===== src/rtl/core/bm3_pkg.sv =====
// Shared constants and types of the 3x3 binary morphology core.
package bm3_pkg;

    localparam int MAX_WIDTH_DEF  = 4096;
    localparam int MAX_HEIGHT_DEF = 4096;

    // Dimension registers come out of reset at this value, clipped to the maxima.
    localparam int DIM_RESET = 4096;

    localparam int CFG_IDX_W  = 2;
    localparam int CFG_DATA_W = 13;

    localparam logic [CFG_IDX_W-1:0] REG_OPERATION    = 2'd0;
    localparam logic [CFG_IDX_W-1:0] REG_IMAGE_WIDTH  = 2'd1;
    localparam logic [CFG_IDX_W-1:0] REG_IMAGE_HEIGHT = 2'd2;

    localparam logic OP_ERODE  = 1'b0;
    localparam logic OP_DILATE = 1'b1;

    localparam logic MODE_PIXEL = 1'b0;
    localparam logic MODE_DRAIN = 1'b1;

    localparam logic [7:0] PIX_SET   = 8'hFF;
    localparam logic [7:0] PIX_CLEAR = 8'h00;

    // Depth of the result queue behind the window stage.
    localparam int OQ_DEPTH = 3;

    typedef struct packed {
        logic [7:0] out_value;
        logic       frame_last;
    } t_result;

endpackage


===== src/rtl/core/bm3_if.sv =====


interface bm3_res_if;
    logic       valid;
    logic       ready;
    logic [7:0] out_value;
    logic       frame_last;

    modport source (output valid, out_value, frame_last, input ready);
    modport sink   (input valid, out_value, frame_last, output ready);
endinterface



===== src/rtl/core/bm3_out_fifo.sv =====
// Small result queue that decouples the window stage from the output channel.
module bm3_out_fifo (
    input  logic                               i_clk,
    input  logic                               i_rst_n,
    input  logic                               i_push,
    input  bm3_pkg::t_result                   i_data,
    output logic [$clog2(bm3_pkg::OQ_DEPTH+1)-1:0] o_count,
    bm3_res_if.source                          o_res
);
    import bm3_pkg::*;

    localparam int PW = $clog2(OQ_DEPTH);
    localparam int NW = $clog2(OQ_DEPTH + 1);
    localparam logic [PW-1:0] LAST_SLOT = PW'(OQ_DEPTH - 1);

    t_result       r_q [OQ_DEPTH];
    logic [PW-1:0] r_wr_ptr;
    logic [PW-1:0] r_rd_ptr;
    logic [NW-1:0] r_count;
    logic          pop;

    assign pop = o_res.valid && o_res.ready;

    always_ff @(posedge i_clk) begin
        if (!i_rst_n) begin
            r_wr_ptr <= '0;
            r_rd_ptr <= '0;
            r_count  <= '0;
        end else begin
            if (i_push) begin
                r_wr_ptr <= (r_wr_ptr == LAST_SLOT) ? '0 : r_wr_ptr + PW'(1);
            end
            if (pop) begin
                r_rd_ptr <= (r_rd_ptr == LAST_SLOT) ? '0 : r_rd_ptr + PW'(1);
            end
            r_count <= r_count + NW'(i_push) - NW'(pop);
        end
    end

    always_ff @(posedge i_clk) begin
        if (i_push) begin
            r_q[r_wr_ptr] <= i_data;
        end
    end

    assign o_count          = r_count;
    assign o_res.valid      = (r_count != '0);
    assign o_res.out_value  = r_q[r_rd_ptr].out_value;
    assign o_res.frame_last = r_q[r_rd_ptr].frame_last;

endmodule


===== src/flat_wrapper.sv =====
// flat-port wrapper written by rule: the top's interface ports become plain ports
module bm3_out_fifo_flat import bm3_pkg::*;
  (i_clk, i_rst_n, i_push, i_data, o_count, o_res_valid, o_res_out_value, o_res_frame_last, o_res_ready);
  bm3_res_if o_res_i ();
  input  logic i_clk;
  input  logic i_rst_n;
  input  logic i_push;
  input  bm3_pkg::t_result i_data;
  output logic [$clog2(bm3_pkg::OQ_DEPTH+1)-1:0] o_count;
  output wire logic [$bits(o_res_i.valid)-1:0] o_res_valid;
  output wire logic [$bits(o_res_i.out_value)-1:0] o_res_out_value;
  output wire logic [$bits(o_res_i.frame_last)-1:0] o_res_frame_last;
  input wire logic [$bits(o_res_i.ready)-1:0] o_res_ready;
  assign o_res_valid = o_res_i.valid;
  assign o_res_out_value = o_res_i.out_value;
  assign o_res_frame_last = o_res_i.frame_last;
  assign o_res_i.ready = o_res_ready;
  bm3_out_fifo u_core (.i_clk(i_clk), .i_rst_n(i_rst_n), .i_push(i_push), .i_data(i_data), .o_count(o_count), .o_res(o_res_i));
endmodule

===== config.mk =====
export PLATFORM = sky130hd
export DESIGN_NAME = bm3_out_fifo_flat
export DESIGN_NICKNAME = d
export VERILOG_FILES = /design/src/rtl/core/bm3_pkg.sv /design/src/rtl/core/bm3_if.sv /design/src/rtl/core/bm3_out_fifo.sv /design/src/flat_wrapper.sv
export SDC_FILE = /design/constraint.sdc
export NUM_CORES = 1
export LEC_CHECK = 0
export ABC_CLOCK_PERIOD_IN_PS = 1900
export BUFFER_PORTS_ARGS = -buffer_cell sky130_fd_sc_hd__clkbuf_2
export CORE_ASPECT_RATIO = 0.75
export CORE_MARGIN = 2
export CORE_UTILIZATION = 40
export DETAILED_ROUTE_END_ITERATION = 7
export PLACE_DENSITY = 0.59
export REMOVE_ABC_BUFFERS = 1
export SLEW_MARGIN = 20
export SYNTH_ARGS = -nofsm -noshare
export SYNTH_HDL_FRONTEND = slang
export SYNTH_SLANG_ARGS = --single-unit

===== constraint.sdc =====
create_clock -name i_clk -period 1.9 [get_ports i_clk]
set_input_delay 0.285 -clock i_clk [delete_from_list [all_inputs] [get_ports i_clk]]
set_output_delay 0.285 -clock i_clk [all_outputs]
set_load 0.01 [all_outputs]

Yosys cells after proc, flatten, opt, wreduce, memory -nomap -nowiden
Memories as Yosys holds them, arrays and structs flattened. A register that Yosys moved wholly into a read port is not among the register bits.
Index checks and enable logic that the tools add are counted.
{"block": "totals", "register_bits": 6, "latch_bits": 0, "ramBits": 27, "romBits": 0, "wordCells": 18, "memories": 1}
{"name": "u_core.r_q", "depth": 3, "width": 9, "rd": 1, "rd_clocked_by_memory_dff": 1, "write_ports": 1, "line": "bm3_out_fifo.sv:16", "source": "t_result r_q [OQ_DEPTH];"}
{"block": "classes", "add_sub_neg": 4, "mul": 0, "div_mod_pow": 0, "n_lt_le_gt_ge": 0, "n_eq_ne": 2, "n_shift": 0, "mux": 6, "bitwise_logic": 0, "n_reduce_logical": 2}
{"operator": "2-bit two-way mux", "n": 4}
{"operator": "2-bit by 1-bit adder with 2-bit output (second input constant)", "n": 2}
{"operator": "2-bit equality test (second input constant)", "n": 2}
{"operator": "2-bit by 1-bit adder with 2-bit output", "n": 1}
{"operator": "1-bit two-way mux", "n": 2}
{"operator": "2-bit nonzero test", "n": 1}
{"operator": "2-bit by 1-bit subtractor with 2-bit output", "n": 1}
{"operator": "1-bit logical AND", "n": 1}

Depth between registers and ports, before layout
Gate-level depths: netlist (run 1).
{"block": "logic_depth", "ltp_word": 4, "ltp_mapped": 6, "depth_no_buf": 6}

Worst setup path after synthesis (run 1)
OpenSTA, ideal clock, no wires.
{"block": "synth_timing", "path_type": "reg2reg", "start": "register u_core.r_wr_ptr[1]", "end": "memory u_core.r_q[2][0] in the netlist's numbering (enable)", "setup_ns": 0.374, "t_arrival_ns": 0.834, "path_slack_ns": 0.692, "stages_incl_launch_ff": 3, "cell_sequence": "dfxtp_1 nand2_1 nor2_1"}
{"element": "start: declaration", "line": "bm3_out_fifo.sv:17", "source": "logic [PW-1:0] r_wr_ptr;"}
{"element": "start signal: assignment", "line": "bm3_out_fifo.sv:31", "source": "r_wr_ptr <= (r_wr_ptr == LAST_SLOT) ? '0 : r_wr_ptr + PW'(1);"}
{"element": "end: declaration", "line": "bm3_out_fifo.sv:16"}
Straight into the memory's write port.

==> results of run 1 <==
-- cell usage in the layout (no fill, tap or decap) --
master and n:
a21boi_2 1, o21a_1 2, nand3b_1 1, buf_4 4, nand2b_1 1, o21ai_0 5, clkinv_1 1, dfxtp_1 8
nor2_2 1, nor2_1 2, clkbuf_8 6, o21ai_1 9, and2b_1 1, edfxtp_1 27, nor2b_1 1, ha_1 1
inv_2 1, clkbuf_1 1, clkbuf_2 24, or2_2 1, nand3_1 3, and2_1 1, nor3b_2 1, nand2_1 13
o21ai_2 1, mux2i_1 10
-- worst paths after layout --
kind / from / depth (start not counted) / endpoint
setup / recovery: register / 3 / o_res_out_value[5]
hold / removal: i_data[6] / 1 / u_core.r_q[2][6]$_DFFE_PP_
setup reg to reg: u_core.r_wr_ptr[0]$_SDFFE_PN0P_ / 2 / u_core.r_q[1][8]$_DFFE_PP_
hold reg to reg: u_core.r_rd_ptr[1]$_SDFFE_PN0P_ / 2 / register
-- routing by layer --
layer  track usage  part of all wire  vias up
met5             0                 0        -
met2         0.216              0.49       17
li1              -                 -      409
met1         0.149              0.46      371
met4        0.0566                 0        0
met3        0.0663             0.054        0
-- where the power goes --
part,total [mW],internal (mW),leakage [nW],switching (mW)
sequential,0.885,0.862,0.315,0.0227
combinational,0.139,0.0633,0.232,0.0756
clock,0.524,0.290,0.0459,0.234
-- area by class of cell --
type,count,area [µm²]
Tap cell,40,50.0
Multi-Input combinational cell,55,348
Sequential cell,35,971
Clock inverter,1,3.75
Inverter,1,3.75
Timing Repair Buffer,28,150
Clock buffer,7,86.3
Fill cell,295,1650
-- sequential cells by signal, indices dropped and copies added, names as in the netlist, named ones only --
name / count
u_core.r_q: 27
u_core.o_count: 2
u_core.r_rd_ptr: 2
u_core.r_wr_ptr: 2
-- critical path, cell delays in order, from the launching register on --
cell	delay, ns
dfxtp_1	0.67
mux2i_1	0.15
o21ai_1	0.17
clkbuf_2	0.16
-- cell families (layout without fill, tap and decap cells) --
kind of cell             after synthesis  in the layout  synth area share
multiplexers                          10             10            0.0739
buffers and inverters                  5             37            0.0259
AND/OR/NAND/NOR                       26             26            0.0961
adder cells (fa/ha/maj)                1              1           0.00924
AO/OA/AOI/OAI                         18             18            0.0776
flip-flops                            35             35             0.717
==> metrics.txt, run 1 <==
worst-margin pin slew 0.561 ns; Root Buffer clkbuf_8; CTS sink cnt 35; worst setup margin 0.184 ns; worst hold path type input pin to register; number of synthesized flops with an enable pin 27; maximum VDD drop 0.000422 V; vias in the first global route 765; I/O pin cnt 25; synthesized flop and latch total 35; Crit. End Element primary output; critical path startpoint category register; Leak 0.593 nW; Core ar. 3270 µm²; ANT nets after route 0; top post-synthesis cells by count 27 x edfxtp_1, 13 x nand2_1, 10 x mux2i_1, 9 x o21ai_1, 8 x dfxtp_1; Final Hold Vio Count 0; Pwr Total 1.55 mW; layout cells sized above 1 0.315; chip width 71.2 µm; P per Cell Area 959 nW/µm²; Avg WL per Cell 13.2 µm; GP Congestion 0.752; Pre-Repair DR Iteration Count 4; placed cell area 1520 µm²; count leader, synth edfxtp_1; Synth area leader edfxtp_1; pre-CTS setup slack 0.479 ns; clock buffer depth 2; CTS clk-pin slew, worst paths 0.07 ns; Final Instance Area 1610 µm²; Worst Path Arrival 1.43 ns; die height 54.4 µm; minimum clock period 1.72 ns; Final Util 0.494; Num CTS Buffers 5; Setup Buffers After CTS 0; Synth cell types 24; share of the synthesized area in the top cell type 0.599; worst hold slack 0.216 ns; Synth area leaders edfxtp_1 60%, dfxtp_1 12%, mux2i_1 7.4%; antenna cells 0; vias per cell 4.77; Mapped Area 1350 µm²; hpwl dp 1560 µm; Sum Neg Setup Slack 0 ns; post_cts resized 0; CTS tree done; reg2reg setup slack 0.65 ns; status complete, no violations; initial antenna violation count 0; # DRC 0; Initial Util 0.415; Yosys warning count 0; max cap viols 0; Final setup viols 0; Layout area overhead 19.1%; first-pass GRT wire length 3550 µm; non-filler instance count after layout 167; largest net degree at the start of global routing 19; Final period util 0.903; clock latency on the worst-skew pair 0.27 ns; synthesized instance count 95; Max-slew headroom 0.626; final WL 2210 µm; mean area per synthesized cell 14.3 µm²; Total Routing Usage GR 0.132; sequential share of the synthesized area 0.717; post-layout net count 140; placement row count 18; die area 3870 µm²; hold-fix buffers at CTS 0; total grt overflow 0; max-slew violation count 0; CP max FO 9; Top FF cell, synth edfxtp_1; RSZ-0062 raised after global routing no; Crit Path Category register to primary output; Worst Path Required 1.62 ns; f_max 583 MHz; Placed Instances 159; FFs w/ async S/R, synth 0; Initial DRC Count 65; DR vias 797; Clock Skew 0.00458 ns; H-Tree Level Count 2; PortBufs 24
Power figures use the tool's default switching activity.
==> run 2, diff against run 1 <==
--- a/config.mk
+++ b/config.mk
@@ -8,7 +8,7 @@
 export ABC_CLOCK_PERIOD_IN_PS = 1900
 export BUFFER_PORTS_ARGS = -buffer_cell sky130_fd_sc_hd__clkbuf_2
 export CORE_ASPECT_RATIO = 0.75
-export CORE_MARGIN = 2
+export CORE_MARGIN = 1
 export CORE_UTILIZATION = 40
 export DETAILED_ROUTE_END_ITERATION = 7
 export PLACE_DENSITY = 0.59
==> run 2 against run 1 <==
Against the previous run:
- combinational power about the same
- flip-flop and latch count unchanged
- power shrank 1.4%
- critical path type unchanged
- die area decreased by 6.4%
- global-route usage grew 0.87 points
- clock skew shrank 0.00067 ns
- critical path depth unchanged
- non-clock buffer count is 1 lower
- final cell count is 1.8% lower
- count of clock-buffer cells in the layout down 1
- cell area shrank 0.93%
==> metrics.txt, run 2 (synthesis gave the netlist of run 1 again) <==
post-layout net count 139; non-filler instance count after layout 164; die area 3620 µm²; ANT nets after route 0; H-Tree Level Count 2; CP top delay family flip-flops; Worst Path Required 1.62 ns; I/O pin cnt 25; worst hold path type input pin to register; Placed Instances 156; max-slew violation count 0; Total Routing Usage GR 0.140; antenna cells 0; GP Congestion 0.657; RSZ-0062 raised after global routing no; Final Util 0.518; # DRC 0; f_max 562 MHz; Avg WL per Cell 13.0 µm; CP max-delay cell dfxtp_1; worst-margin pin slew 0.586 ns; hold-fix buffers at CTS 0; largest net degree at the start of global routing 19; max cap viols 0; CTS clk-pin slew, worst paths 0.07 ns; Setup Buffers After CTS 0; CP bufs+invs 1; CTS tree done; die height 52.4 µm; DR vias 791; Final setup viols 0; Worst path max stage delay 0.69 ns; switching pwr 346 µW; Internal Power 1.18 mW; max FFs per register 27; vias in the first global route 808; layout cells sized above 1 0.317; CTS sink cnt 35; status complete, no violations; CP max FO 9; Sw Ratio 0.227; commonest non-fill, non-tap cells in the layout 27 x edfxtp_1, 24 x clkbuf_2, 13 x nand2_1; P per Cell Area 955 nW/µm²; critical path startpoint category register; Crit Path Category register to primary output; Final Hold Vio Count 0; Initial DRC Count 47; placement row count 17; r2r startpoint u_core.r_wr_ptr[0]$_SDFFE_PN0P_; Root Buffer clkbuf_8; Clock Skew 0.00391 ns; clock latency on the worst-skew pair 0.28 ns; Leak 0.583 nW; worst-path cell chain mux2i_1 > o21ai_1 > clkbuf_2; vias per cell 4.82; Max-slew headroom 0.609; final WL 2140 µm; Initial Util 0.439; total grt overflow 0; PortBufs 24; first-pass GRT wire length 3610 µm; Pre-Repair DR Iteration Count 4; maximum VDD drop 0.000444 V; most common cell after layout, fill and taps aside edfxtp_1; post_cts resized 0; Worst Path Arrival 1.49 ns; Layout area overhead 18.0%; clock buffer depth 2; chip width 69.2 µm; Sum Neg Setup Slack 0 ns; hpwl dp 1510 µm; hold path startpoint i_data[0]; Final period util 0.936; Crit. End Element primary output; Pwr Total 1.53 mW; combinational power share 0.089; Clock power frac 0.330; Core ar. 3080 µm²; Num CTS Buffers 5; Biggest register u_core.r_q; initial antenna violation count 0; minimum clock period 1.78 ns; Reg power frac 0.581
## run 2: cell count changes in the layout (fill, tap and decap cells not counted), sizes merged
cell      delta
buf          -1
clkinvlp     +1
clkbuf       -1
## run 2: cell type report
class / instances / area [µm²]
multi-input cells: 55 / 348
clock inverters: 2 / 12.5
well taps: 38 / 47.5
clock buffers: 6 / 72.6
flip-flops and latches: 35 / 971
inverters: 1 / 3.75
fillers: 271 / 1490
repair buffers: 27 / 143
## run 2: power by group through the flow
| stage | combinational [mW] | sequential, mW | clock [mW] |
|---|---|---|---|
| floorplan | 0.0740 | 0.898 | 0 |
| global placement | 0.134 | 0.902 | 0 |
| detailed placement | 0.138 | 0.904 | 0 |
| CTS | 0.139 | 0.887 | 0.520 |
| global route | 0.151 | 0.890 | 0.556 |
| finish | 0.136 | 0.887 | 0.504 |
## run 2: routing by layer
layer  up-vias  part of all wire  GRT usage
li1        403                 -          -
met1       368              0.47      0.163
met2        18              0.47      0.222
met3         2             0.054     0.0654
met5         -                 0          0
met4         0            0.0075     0.0714
## run 2: path summary, 6_finish.rpt
check | slack [ns] | end | cells after the start
worst max-delay path | 0.12 | o_res_out_value[3] | 3
worst min-delay path | 0.20 | u_core.r_q[2][0]$_DFFE_PP_ | 1
worst max register to register | 0.65 | u_core.r_q[1][6]$_DFFE_PP_ | 2
worst min register to register | 0.52 | register | 2
## run 2: through the flow
step	area [µm²]	hold WS (ns)	worst slack (ns)
after floorplan	1320	0.384	0.692
after global placement	1510	0.485	0.471
after detailed placement	1510	0.492	0.432
after CTS	1600	0.195	0.106
after global routing	1600	0.190	0.0232
final	1600	0.203	0.121
